[src/rtl/core/br1_pkg.sv]
`default_nettype none

package br1_pkg;

	typedef enum logic [1:0] {
		ST_IDLE,
		ST_DECODE,
		ST_EMIT
	} st_t;

	typedef enum logic [1:0] {
		PH_CONTROL,
		PH_LITERAL,
		PH_REPEAT
	} phase_t;

	localparam logic       REG_ROW_LENGTH = 1'b0;
	localparam logic       REG_COMP_MODE  = 1'b1;

	localparam logic [12:0] ROW_LENGTH_RESET = 13'd2;
	localparam logic [7:0]  COMP_MODE_RESET  = 8'd1;

	localparam logic [7:0] MODE_RAW      = 8'd0;
	localparam logic [7:0] MODE_BYTERUN1 = 8'd1;
	localparam logic [7:0] CTRL_NOP      = 8'h80;

endpackage

`default_nettype wire

[src/rtl/core/br1_sub_unit.sv]
`default_nettype none

module br1_sub_unit #(
	parameter int unsigned W = 8
) (
	input  logic [W-1:0] a,
	input  logic [W-1:0] b,
	output logic [W-1:0] diff,
	output logic         borrow
);

	assign {borrow, diff} = {1'b0, a} - {1'b0, b};

endmodule

`default_nettype wire

[src/rtl/core/byterun1_row_decoder_top.sv]
// Each input byte is accepted in the idle state and then decoded in the sequencer's decode state.
// A repeat run of n bytes adds ceil(n/2) emit results, one result per cycle while the output is free.
// Literal and pass-through results show up after the decode cycle, run results after each emit.
// Output backpressure stalls the decode and emit cycles; decode and emit share a single subtractor.
// Asynchronous reset clears the sequencer, the output valid flag, the row and run counters,
// the sticky error, and loads row_length 2 and compression_mode 1.
`default_nettype none

module byterun1_row_decoder_top import br1_pkg::*; #(
	parameter int unsigned MAX_ROW_BYTES = 4096
) (
	input  logic        clk,
	input  logic        arst_n,
	input  logic        cfg_valid,
	output logic        cfg_ready,
	input  logic        cfg_index,
	input  logic [12:0] cfg_data,
	input  logic        in_valid,
	output logic        in_ready,
	input  logic [7:0]  in_byte,
	output logic        out_valid,
	input  logic        out_ready,
	output logic [7:0]  first_byte,
	output logic [7:0]  second_byte,
	output logic [1:0]  byte_count,
	output logic        row_end,
	output logic        last_of_run,
	output logic        error
);

	localparam int unsigned RLW = $clog2(MAX_ROW_BYTES + 1);
	localparam int unsigned CW  = (RLW > 13) ? RLW : 13;
	localparam int unsigned UW  = (RLW > 8) ? RLW : 8;
	localparam logic [CW-1:0] MAX_C = CW'(MAX_ROW_BYTES);

	st_t            state_q, state_d;
	phase_t         phase_q, phase_d;
	logic [12:0]    row_length_q;
	logic [7:0]     mode_q;
	logic [RLW-1:0] row_left_q, row_left_d;
	logic [7:0]     run_left_q, run_left_d;
	logic [7:0]     cnt_q, cnt_d;
	logic           error_latched_q, error_latched_d;
	logic [7:0]     byte_q;

	logic           out_valid_q;
	logic [7:0]     first_q, second_q;
	logic [1:0]     count_q;
	logic           rend_q, last_q, err_q;

	logic           emit;
	logic [7:0]     e_first, e_second;
	logic [1:0]     e_count;
	logic           e_rend, e_last, e_err;

	logic [CW-1:0]  row_len_ext;
	logic [RLW-1:0] row_clamp;
	logic [RLW-1:0] row_eff;
	logic [7:0]     cnt_ctrl;
	logic           out_free;
	logic           take_two;
	logic           fin;

	logic [UW-1:0]  u_a, u_b, u_diff;
	logic           u_borrow;

	br1_sub_unit #(.W(UW)) u_sub (
		.a      (u_a),
		.b      (u_b),
		.diff   (u_diff),
		.borrow (u_borrow)
	);

	assign cfg_ready = 1'b1;
	assign in_ready  = (state_q == ST_IDLE);
	assign out_free  = !out_valid_q || out_ready;

	assign row_len_ext = CW'(row_length_q);
	assign row_clamp   = (row_length_q == 13'd0) ? RLW'(1) :
	                     (row_len_ext > MAX_C) ? RLW'(MAX_ROW_BYTES) : row_len_ext[RLW-1:0];
	assign row_eff     = (row_left_q == '0) ? row_clamp : row_left_q;
	assign cnt_ctrl    = byte_q[7] ? (~byte_q + 8'd2) : (byte_q + 8'd1);
	assign take_two    = (cnt_q >= 8'd2);
	assign fin         = (cnt_q <= 8'd2);

	always_comb begin
		u_a = UW'(row_eff);
		u_b = UW'(1);
		if (state_q == ST_EMIT) begin
			u_a = UW'(cnt_q);
			u_b = take_two ? UW'(2) : UW'(1);
		end else if (mode_q == MODE_BYTERUN1) begin
			case (phase_q)
				PH_LITERAL: begin
					u_a = UW'(row_left_q);
					u_b = UW'(1);
				end
				PH_REPEAT: begin
					u_a = UW'(row_left_q);
					u_b = UW'(run_left_q);
				end
				default: begin
					u_a = UW'(row_eff);
					u_b = UW'(cnt_ctrl);
				end
			endcase
		end
	end

	always_comb begin
		state_d         = state_q;
		phase_d         = phase_q;
		row_left_d      = row_left_q;
		run_left_d      = run_left_q;
		cnt_d           = cnt_q;
		error_latched_d = error_latched_q;
		emit            = 1'b0;
		e_first         = 8'd0;
		e_second        = 8'd0;
		e_count         = 2'd0;
		e_rend          = 1'b0;
		e_last          = 1'b1;
		e_err           = 1'b0;
		unique case (state_q)
			ST_IDLE: begin
				if (in_valid) begin
					state_d = ST_DECODE;
				end
			end
			ST_DECODE: begin
				if (out_free) begin
					state_d = ST_IDLE;
					if (error_latched_q) begin
						emit  = 1'b1;
						e_err = 1'b1;
					end else if (mode_q == MODE_RAW) begin
						phase_d    = PH_CONTROL;
						run_left_d = 8'd0;
						row_left_d = u_diff[RLW-1:0];
						emit       = 1'b1;
						e_first    = byte_q;
						e_count    = 2'd1;
						e_rend     = (u_diff[RLW-1:0] == '0);
					end else if (mode_q != MODE_BYTERUN1) begin
						error_latched_d = 1'b1;
						emit            = 1'b1;
						e_err           = 1'b1;
					end else begin
						case (phase_q)
							PH_LITERAL: begin
								row_left_d = u_diff[RLW-1:0];
								run_left_d = run_left_q - 8'd1;
								if (run_left_q == 8'd1) begin
									phase_d = PH_CONTROL;
								end
								emit    = 1'b1;
								e_first = byte_q;
								e_count = 2'd1;
								e_rend  = (u_diff[RLW-1:0] == '0);
							end
							PH_REPEAT: begin
								row_left_d = u_diff[RLW-1:0];
								cnt_d      = run_left_q;
								run_left_d = 8'd0;
								phase_d    = PH_CONTROL;
								state_d    = ST_EMIT;
							end
							default: begin
								phase_d    = PH_CONTROL;
								row_left_d = row_eff;
								if (byte_q != CTRL_NOP) begin
									if (u_borrow) begin
										error_latched_d = 1'b1;
										emit            = 1'b1;
										e_err           = 1'b1;
									end else begin
										run_left_d = cnt_ctrl;
										phase_d    = byte_q[7] ? PH_REPEAT : PH_LITERAL;
									end
								end
							end
						endcase
					end
				end
			end
			ST_EMIT: begin
				if (out_free) begin
					emit     = 1'b1;
					e_first  = byte_q;
					e_second = take_two ? byte_q : 8'd0;
					e_count  = take_two ? 2'd2 : 2'd1;
					e_last   = fin;
					e_rend   = fin && (row_left_q == '0);
					cnt_d    = u_diff[7:0];
					if (fin) begin
						state_d = ST_IDLE;
					end
				end
			end
			default: begin
				state_d = ST_IDLE;
			end
		endcase
	end

	always_ff @(posedge clk or negedge arst_n) begin
		if (!arst_n) begin
			state_q <= ST_IDLE;
		end else begin
			state_q <= state_d;
		end
	end

	always_ff @(posedge clk or negedge arst_n) begin
		if (!arst_n) begin
			phase_q         <= PH_CONTROL;
			row_left_q      <= '0;
			run_left_q      <= 8'd0;
			cnt_q           <= 8'd0;
			error_latched_q <= 1'b0;
			row_length_q    <= ROW_LENGTH_RESET;
			mode_q          <= COMP_MODE_RESET;
			out_valid_q     <= 1'b0;
		end else begin
			phase_q         <= phase_d;
			row_left_q      <= row_left_d;
			run_left_q      <= run_left_d;
			cnt_q           <= cnt_d;
			error_latched_q <= error_latched_d;
			if (cfg_valid) begin
				case (cfg_index)
					REG_ROW_LENGTH: row_length_q <= cfg_data;
					REG_COMP_MODE:  mode_q       <= cfg_data[7:0];
					default:        mode_q       <= mode_q;
				endcase
			end
			if (emit) begin
				out_valid_q <= 1'b1;
			end else if (out_ready) begin
				out_valid_q <= 1'b0;
			end
		end
	end

	always_ff @(posedge clk) begin
		if (in_valid && in_ready) begin
			byte_q <= in_byte;
		end
		if (emit) begin
			first_q  <= e_first;
			second_q <= e_second;
			count_q  <= e_count;
			rend_q   <= e_rend;
			last_q   <= e_last;
			err_q    <= e_err;
		end
	end

	assign out_valid   = out_valid_q;
	assign first_byte  = first_q;
	assign second_byte = second_q;
	assign byte_count  = count_q;
	assign row_end     = rend_q;
	assign last_of_run = last_q;
	assign error       = err_q;

	a_busy_after_transfer: assert property (@(posedge clk) disable iff (!arst_n)
		in_valid && in_ready |=> !in_ready)
		else $error("input accepted while previous byte still in decode");

	a_error_sticky: assert property (@(posedge clk) disable iff (!arst_n)
		error_latched_q |=> error_latched_q)
		else $error("sticky error cleared without reset");

	a_error_result_shape: assert property (@(posedge clk) disable iff (!arst_n)
		out_valid && error |-> byte_count == 2'd0 && !row_end && last_of_run)
		else $error("error result carries data or row end");

	a_data_result_count: assert property (@(posedge clk) disable iff (!arst_n)
		out_valid && !error |-> byte_count == 2'd1 || byte_count == 2'd2)
		else $error("data result with bad byte count");

	a_row_end_last: assert property (@(posedge clk) disable iff (!arst_n)
		out_valid && row_end |-> last_of_run)
		else $error("row end marked on a non-final result");

endmodule

`default_nettype wire

[config.mk]
export PLATFORM = sky130hd
export DESIGN_NAME = byterun1_row_decoder_top
export DESIGN_NICKNAME = d
export VERILOG_FILES = /design/src/rtl/core/br1_pkg.sv /design/src/rtl/core/br1_sub_unit.sv /design/src/rtl/core/byterun1_row_decoder_top.sv
export SDC_FILE = /design/constraint.sdc
export NUM_CORES = 1
export LEC_CHECK = 0
export BUFFER_PORTS_ARGS = -buffer_cell sky130_fd_sc_hd__buf_2
export CORE_ASPECT_RATIO = 0.6
export CORE_UTILIZATION = 45
export CTS_CLUSTER_DIAMETER = 120
export DETAILED_ROUTE_END_ITERATION = 7
export SYNTH_ARGS = -nofsm -noshare
export SYNTH_HDL_FRONTEND = slang
export SYNTH_SLANG_ARGS = --single-unit
export TNS_END_PERCENT = 5
[constraint.sdc]
create_clock -name clk -period 5 [get_ports clk]
set_input_delay 0.5 -clock clk [delete_from_list [all_inputs] [get_ports clk]]
set_output_delay 0.5 -clock clk [all_outputs]
set_load 0.01 [all_outputs]
==> impl_metrics.env, run 1 <==
export IMPL_gp_congestion=0.8916
export IMPL_clock_fmax_mhz=214.9
export IMPL_drive_gt1_share_pct=20.03
export IMPL_synth_area_top_cells="dfrtp_1 (26%), edfxtp_1 (17%), ha_1 (4.6%), mux2_2 (4.4%), a21oi_1 (4.3%)"
export IMPL_reg2reg_depth=14
export IMPL_dieArea_sq_um=11850
export IMPL_coreArea_sq_um=10810
export IMPL_holdWs_ns=0.2753
export IMPL_die_h_um=84.74
export IMPL_routed_wl_um=14950
export IMPL_fin_crit_sh_pct=93.06
export IMPL_overflow=0
export IMPL_intPower_w=0.001557
export IMPL_placed_area_sq_um=5514
export IMPL_clkTransAtPathRegs_ns=0.07
export IMPL_critPathKind="reg -> reg"
export IMPL_viasPerCell=6.092
export IMPL_dp_hpwl_um=11470
export IMPL_relSlewSlack_pct=18.35
export IMPL_netlist_area_sq_um=5134
export IMPL_finalNetCount=621
export IMPL_firstDrtPassIters=6
export IMPL_seq_power_share_pct=38.2
export IMPL_synth_edff_count=29
export IMPL_critPathRequiredTime_ns=5.16
export IMPL_synth_async_reset_ratio_pct=65.88
export IMPL_start_util_pct=47.48
export IMPL_ys_ff_latch=85
export IMPL_worst_setup_path_end_kind="flip-flop"
export IMPL_synth_cell_types=73
export IMPL_grt_pass1_wl_um=23610
export IMPL_ys_seq_area_share_pct=44.31
export IMPL_clock_sinks=85
export IMPL_antenna_found_initial=0
export IMPL_r2r_start="row_left_q[6]"
export IMPL_diodes=0
export IMPL_status="finished, final reports clean"
export IMPL_yosysWarnings=0
export IMPL_worst_pin_slew_ns=1.222
export IMPL_synth_largest_area_cell="dfrtp_1"
export IMPL_setup_viol=0
export IMPL_clkLatencyLatePin_ns=0.35
export IMPL_vias=4374
export IMPL_fin_tns_setup_ns=0
export IMPL_die_x_um=139.9
export IMPL_port_buffers=49
export IMPL_fill_cells=973
export IMPL_p_leak_nw=2.392
export IMPL_p_sw_w=0.0009584
export IMPL_io_pins=51
export IMPL_finalClockSkew_ns=0.009735
export IMPL_grt_usage_pct=26.79
export IMPL_p_per_area_nw_per_um2=431.7
export IMPL_hold_buffers=0
export IMPL_clockPowerShare_pct=27.3
export IMPL_drv_cap=0
export IMPL_post_route_cell_area_sq_um=5827
export IMPL_drcViolationCount=0
export IMPL_cts_root_buf="clkbuf_16"
export IMPL_area_growth_pct=13.50
export IMPL_grt_pass1_vias=3947
export IMPL_synth_top_cell_area_share_pct=26.32
export IMPL_drtAntennaViolNets=0
export IMPL_hold_viol=0
export IMPL_vdd_drop_max_mv=0.2165
export IMPL_comb_power_share_pct=34.5
export IMPL_cp_start_kind="flip-flop"
export IMPL_swShare_pct=38.10
export IMPL_crit_arrival_ns=4.81
export IMPL_regToRegEndpoint="row_end"
export IMPL_cts_buffers=9
export IMPL_rsz0062_at_grt="false"
export IMPL_grt_start_max_net_pins=57
export IMPL_reg2reg_slack_ns=0.35
export IMPL_drv_slew=0
export IMPL_cts_tree="done"
export IMPL_hold_class="in -> async"
export IMPL_synth_main_ff_cell="dfrtp_1"
export IMPL_synthCells=528
export IMPL_cp_max_fo=4
export IMPL_syn_area_per_cell_sq_um=9.723
export IMPL_fin_crit_ns=4.653
export IMPL_synth_nets=575
export IMPL_num_rows=29
export IMPL_wl_per_cell_um=20.82
export IMPL_drt_iter0_drc=527
export IMPL_cts_path_max_buffers=2
export IMPL_htreeDepth=3
layer usage:
layer  wire length [um]  GRT usage [%]  up-vias
met2               5332          31.18      217
met3               1531          8.842       11
met1               7970          44.80     2102
li1                   -              -     2044
met4                119          5.694        0
met5                  0              0        -
flip-flops by register name (all words and copies together), names as in the netlist:
| name | count |
|---|---|
| first_byte | 8 |
| last_of_run | 1 |
| error_latched_q | 1 |
| mode_q | 8 |
| phase_q | 2 |
| row_len_ext | 13 |
| second_byte | 8 |
| error | 1 |
| cnt_q | 8 |
| row_end | 1 |
| row_left_q | 13 |
| byte_count | 2 |
| byte_q | 8 |
| state_q | 2 |
| run_left_q | 8 |
| out_valid | 1 |
worst max-delay path, cell delays in order, from the launching register on:
cell	delay, ns
dfrtp_1	0.42
nor4_1	0.68
nand4_1	0.32
a21oi_1	0.28
a31oi_1	0.11
o21ai_0	0.32
ha_1	0.29
nor2b_1	0.16
o2111a_1	0.25
a2111oi_0	0.59
buf_4	0.22
xnor2_1	0.11
nor4_2	0.28
o2111ai_1	0.17
o31ai_2	0.26
worst max-delay path by stage:
stage	slack, ns	startpoint	cells past startpoint	end
floorplan	0.66	row_left_q[8]	13	byte_count[0]
global placement	0.39	mode_q[5]	11	first_byte[3]
finish	0.35	row_left_q[6]	14	row_end
CTS	0.23	mode_q[5]	11	second_byte[5]
detailed placement	0.25	mode_q[5]	11	second_byte[3]
global route	0.14	row_left_q[6]	14	row_end
repair_timing:
item | in CTS | in global routing
buffers inserted | 0 | 0
endpoints found under the setup margin | 0 | 21
resized for setup | 0 | 1
power groups by stage:
stage               sequential, W  combinational, W  clock [W]
finish                   0.000961          0.000867   0.000688
global route             0.000975          0.000942   0.000726
detailed placement       0.000970          0.000838          0
global placement         0.000968          0.000839          0
floorplan                0.000948          0.000569          0
CTS                      0.000957          0.000844   0.000702
synthesized netlist by cell type (all sizes together), types with 3 or more instances:
cell,instances
and2,13
dfrtp,54
o21a,3
xnor2,11
o211ai,3
clkbuf,17
nor2,41
nor4,12
and3,4
o31ai,6
nand3,10
a22oi,4
a21o,3
nor3,18
xor2,5
ha,19
nand2b,5
mux2i,11
inv,21
a21oi,44
a31oi,9
mux2,21
o21ai,37
or4,4
or2,7
o22a,8
a211oi,3
or3,6
buf,4
o2bb2ai,4
nor2b,5
nand2,48
nand4,5
edfxtp,29
layout make-up:
cell class,instances,area [sq um],share of cell area [%]
clock inverter,5,48.80,0.8374
timing repair buffer,56,297.8,5.111
clock buffer,11,255.2,4.381
tap,139,173.9,2.985
sequential,85,2275,39.04
multi-input combinational,401,2698,46.30
inverter,21,78.83,1.353
cells in the final DEF, fill, tap and decap left out, types with 5 or more instances in the layout:
cell type,Yosys,final
xor2_1,5,5
nand4_1,5,5
mux2_2,20,20
or2_2,6,6
o21ai_0,32,32
nor2_1,41,41
nor2b_1,5,5
o22a_1,8,8
nand2b_1,5,5
nor4_1,10,10
nand2_1,47,47
and2_1,13,13
nand3_1,10,10
ha_1,19,19
nor3_1,17,17
a21oi_1,44,44
mux2i_1,11,11
xnor2_1,11,11
clkbuf_16,0,10
edfxtp_1,29,29
buf_4,1,7
buf_2,1,49
o31ai_1,5,5
a31oi_1,9,9
dfrtp_1,54,54
or3_1,6,6
inv_1,21,21
stage by stage:
| stage | instances | total power [W] | worst slack, ns | util, % |
|---|---|---|---|---|
| floorplan | 528 | 0.001517 | 0.6579 | - |
| global placement | 702 | 0.001807 | 0.3892 | 51.00 |
| detailed placement | 702 | 0.001808 | 0.2498 | 51.00 |
| CTS | 718 | 0.002503 | 0.2262 | 53.81 |
| global route | 718 | 0.002643 | 0.1405 | 53.89 |
| finish | 718 | 0.002515 | 0.3470 | 53.89 |
cells by family (layout without fill, tap and decap cells):
kind of cell / count (synthesis) / after routing / synth area share, %
other: 1 / 1 / 0.07305
AOI/OAI and AO/OA: 148 / 148 / 19.08
muxes: 32 / 32 / 6.824
and+or+nand+nor: 184 / 184 / 18.64
adders and majority gates: 20 / 20 / 5.021
DFF: 85 / 85 / 44.31
buffers and inverters: 42 / 93 / 3.315
xor gates and xnor gates: 16 / 16 / 2.730
Note: power is estimated with default switching activity, not from simulation.
==> inputs of run 2 (changes only) <==
- CELL_PAD_IN_SITES_DETAIL_PLACEMENT: default -> 2
- CELL_PAD_IN_SITES_GLOBAL_PLACEMENT: default -> 2
- CORE_UTILIZATION: 45 -> 38
- PLACE_DENSITY_LB_ADDON: default -> 0.1
==> run 2 against run 1 <==
Against the previous run: the flow now finishes with violations (DRC); global-route usage grew 1.5 points; core utilization shrank 8.3 points; clock power shrank 2%; largest power group unchanged; highest routed layer unchanged.
==> impl_metrics.env, run 2 (synthesis gave the netlist of run 1 again) <==
export IMPL_setup_viol=0
export IMPL_hold_viol=0
export IMPL_worst_pin_slew_ns=0.9725
export IMPL_die_x_um=152.1
export IMPL_multi_input_area_sq_um=2689
export IMPL_grt_usage_pct=28.28
export IMPL_worst_path_max_delay_cell="or4_4"
export IMPL_swShare_pct=40.17
export IMPL_total_power_w=0.002593
export IMPL_drcViolationCount=6
export IMPL_diodes=0
export IMPL_die_h_um=92.03
export IMPL_post_cts_setup_buffer_count=0
export IMPL_grt_pass1_vias=4793
export IMPL_routed_wl_um=18710
export IMPL_wl_per_cell_um=24.65
export IMPL_start_util_pct=39.45
export IMPL_cts_buffers=9
export IMPL_gp_congestion=0.8924
export IMPL_drv_cap=0
export IMPL_fin_tns_setup_ns=0
export IMPL_cp_max_fo=22
export IMPL_fin_crit_ns=4.704
export IMPL_dp_hpwl_um=14490
export IMPL_final_cell_mix="dfrtp_1 (54), buf_2 (49), nand2_1 (47), a21oi_1 (44), nor2_1 (41)"
export IMPL_clock_sinks=85
export IMPL_drt_iter0_drc=338
export IMPL_violations="DRC"
export IMPL_reg2reg_depth=12
export IMPL_post_route_cell_area_sq_um=5932
export IMPL_p_per_area_nw_per_um2=437.2
export IMPL_p_leak_nw=2.431
export IMPL_area_growth_pct=15.55
export IMPL_htreeDepth=3
export IMPL_cts_path_max_buffers=2
export IMPL_viasPerCell=5.997
export IMPL_overflow=0
export IMPL_dieArea_sq_um=13990
export IMPL_met3_usage_pct=6.900
export IMPL_crit_chain="or4_4 -> or3_1 -> or3_1 -> or3_1 -> ha_1 -> nor4_1 -> nand2b_1 -> o211a_1 -> a211oi_2 -> and3_1 -> o221a_2 -> buf_12"
export IMPL_crit_path_start="mode_q[5]"
export IMPL_vdd_drop_max_mv=0.1712
export IMPL_io_pins=51
export IMPL_critPathRequiredTime_ns=5.06
export IMPL_drv_slew=0
export IMPL_seq_power_share_pct=37.3
export IMPL_clkLatencyLatePin_ns=0.36
export IMPL_ctsResizeCount=0
export IMPL_path_common_cell="or3_1"
export IMPL_cp_start_kind="flip-flop"
export IMPL_cts_tree="done"
export IMPL_use_met2_pct=38.97
export IMPL_critPathMaxStageDelay_ns=0.59
export IMPL_fin_crit_sh_pct=94.09
export IMPL_cts_root_buf="clkbuf_16"
export IMPL_vias=4552
export IMPL_num_rows=32
export IMPL_firstDrtPassIters=7
export IMPL_antenna_found_initial=0
export IMPL_critPathKind="reg -> reg"
export IMPL_top_usage_layer="met1"
export IMPL_drive_gt1_share_pct=21.22
export IMPL_comb_power_share_pct=36.6
export IMPL_port_buffers=49
export IMPL_finalClockSkew_ns=0.009862
export IMPL_clock_fmax_mhz=212.6
export IMPL_fill_cells=1397
export IMPL_status="finished with violations"
export IMPL_relSlewSlack_pct=34.73
export IMPL_rsz0062_at_grt="false"
export IMPL_intPower_w=0.001552
export IMPL_worst_setup_path_end_kind="flip-flop"
export IMPL_crit_arrival_ns=4.76
export IMPL_r2r_start="mode_q[5]"
export IMPL_use_met1_pct=43.05
export IMPL_p_sw_w=0.001042
export IMPL_final_common_cell="dfrtp_1"
export IMPL_coreArea_sq_um=13010
export IMPL_clockPowerShare_pct=26.1
export IMPL_drtAntennaViolNets=0
export IMPL_seq_area_sq_um=2275
export IMPL_grt_start_max_net_pins=57
export IMPL_hold_buffers=0
export IMPL_placed_area_sq_um=5640
export IMPL_clkTransAtPathRegs_ns=0.07
export IMPL_grt_pass1_wl_um=29080
export IMPL_hold_class="in -> async"
export IMPL_finalNetCount=631
==> run 2: changes by cell type in the layout (fill, tap and decap cells not counted), sizes merged <==
cell / delta
buf: +10
inv: +1
clkbuf: -1
==> run 2: path summary, 6_finish.rpt <==
check | to | slack, ns
max in group asynchronous | error_latched_q | 4.17
min reg2reg | mode_q[7] | 0.52
min in group clk | byte_q[5] | 0.31
min | run_left_q[0] | 0.28
max | first_byte[0] | 0.30
max reg2reg | first_byte[0] | 0.30
==> run 2: routing by layer <==
metal	share of wire [%]	routed length, um	up-vias
met5	0	0	-
met4	1.3	246	0
met3	7.8	1462	23
met2	40	7478	153
met1	51	9518	2310
li1	-	-	2066
==> run 2: final cells by class <==
| cell class | count | area share (%) |
|---|---|---|
| multi-input combinational | 401 | 45.33 |
| clock inverter | 6 | 1.055 |
| timing repair buffer | 66 | 6.497 |
| inverter | 21 | 1.329 |
| sequential | 85 | 38.35 |
| clock buffer | 10 | 3.860 |
| tap | 170 | 3.586 |
==> run 2: stage by stage <==
stage | utilization (%) | hold WS, ns | std cells | worst slack (ns)
floorplan | - | 0.2044 | 528 | 0.6579
global placement | 43.35 | 0.4873 | 743 | 0.5351
detailed placement | 43.35 | 0.5000 | 743 | 0.3797
CTS | 45.59 | 0.3045 | 759 | 0.3330
global route | 45.59 | 0.3019 | 759 | 0.06026
finish | 45.59 | 0.2790 | 759 | 0.2957
==> run 2: critical path, delay by kind of cell, from the launching register on <==
| family | cells | cell delay [ns] |
|---|---|---|
| compound gates | 3 | 0.84 |
| fa+ha+maj | 1 | 0.24 |
| buf+inv | 1 | 0.18 |
| flops | 1 | 0.39 |
| simple gates | 7 | 2.74 |
==> run 2: power groups by stage <==
stage          Sequential [W]  Combinational, W  Clock, W
6_report             0.000967          0.000950  0.000677
5_1_grt              0.000976           0.00103  0.000715
4_1_cts              0.000963          0.000941  0.000689
3_5_place_dp         0.000975          0.000930         0
3_3_place_gp         0.000969          0.000891         0
2_1_floorplan        0.000948          0.000569         0
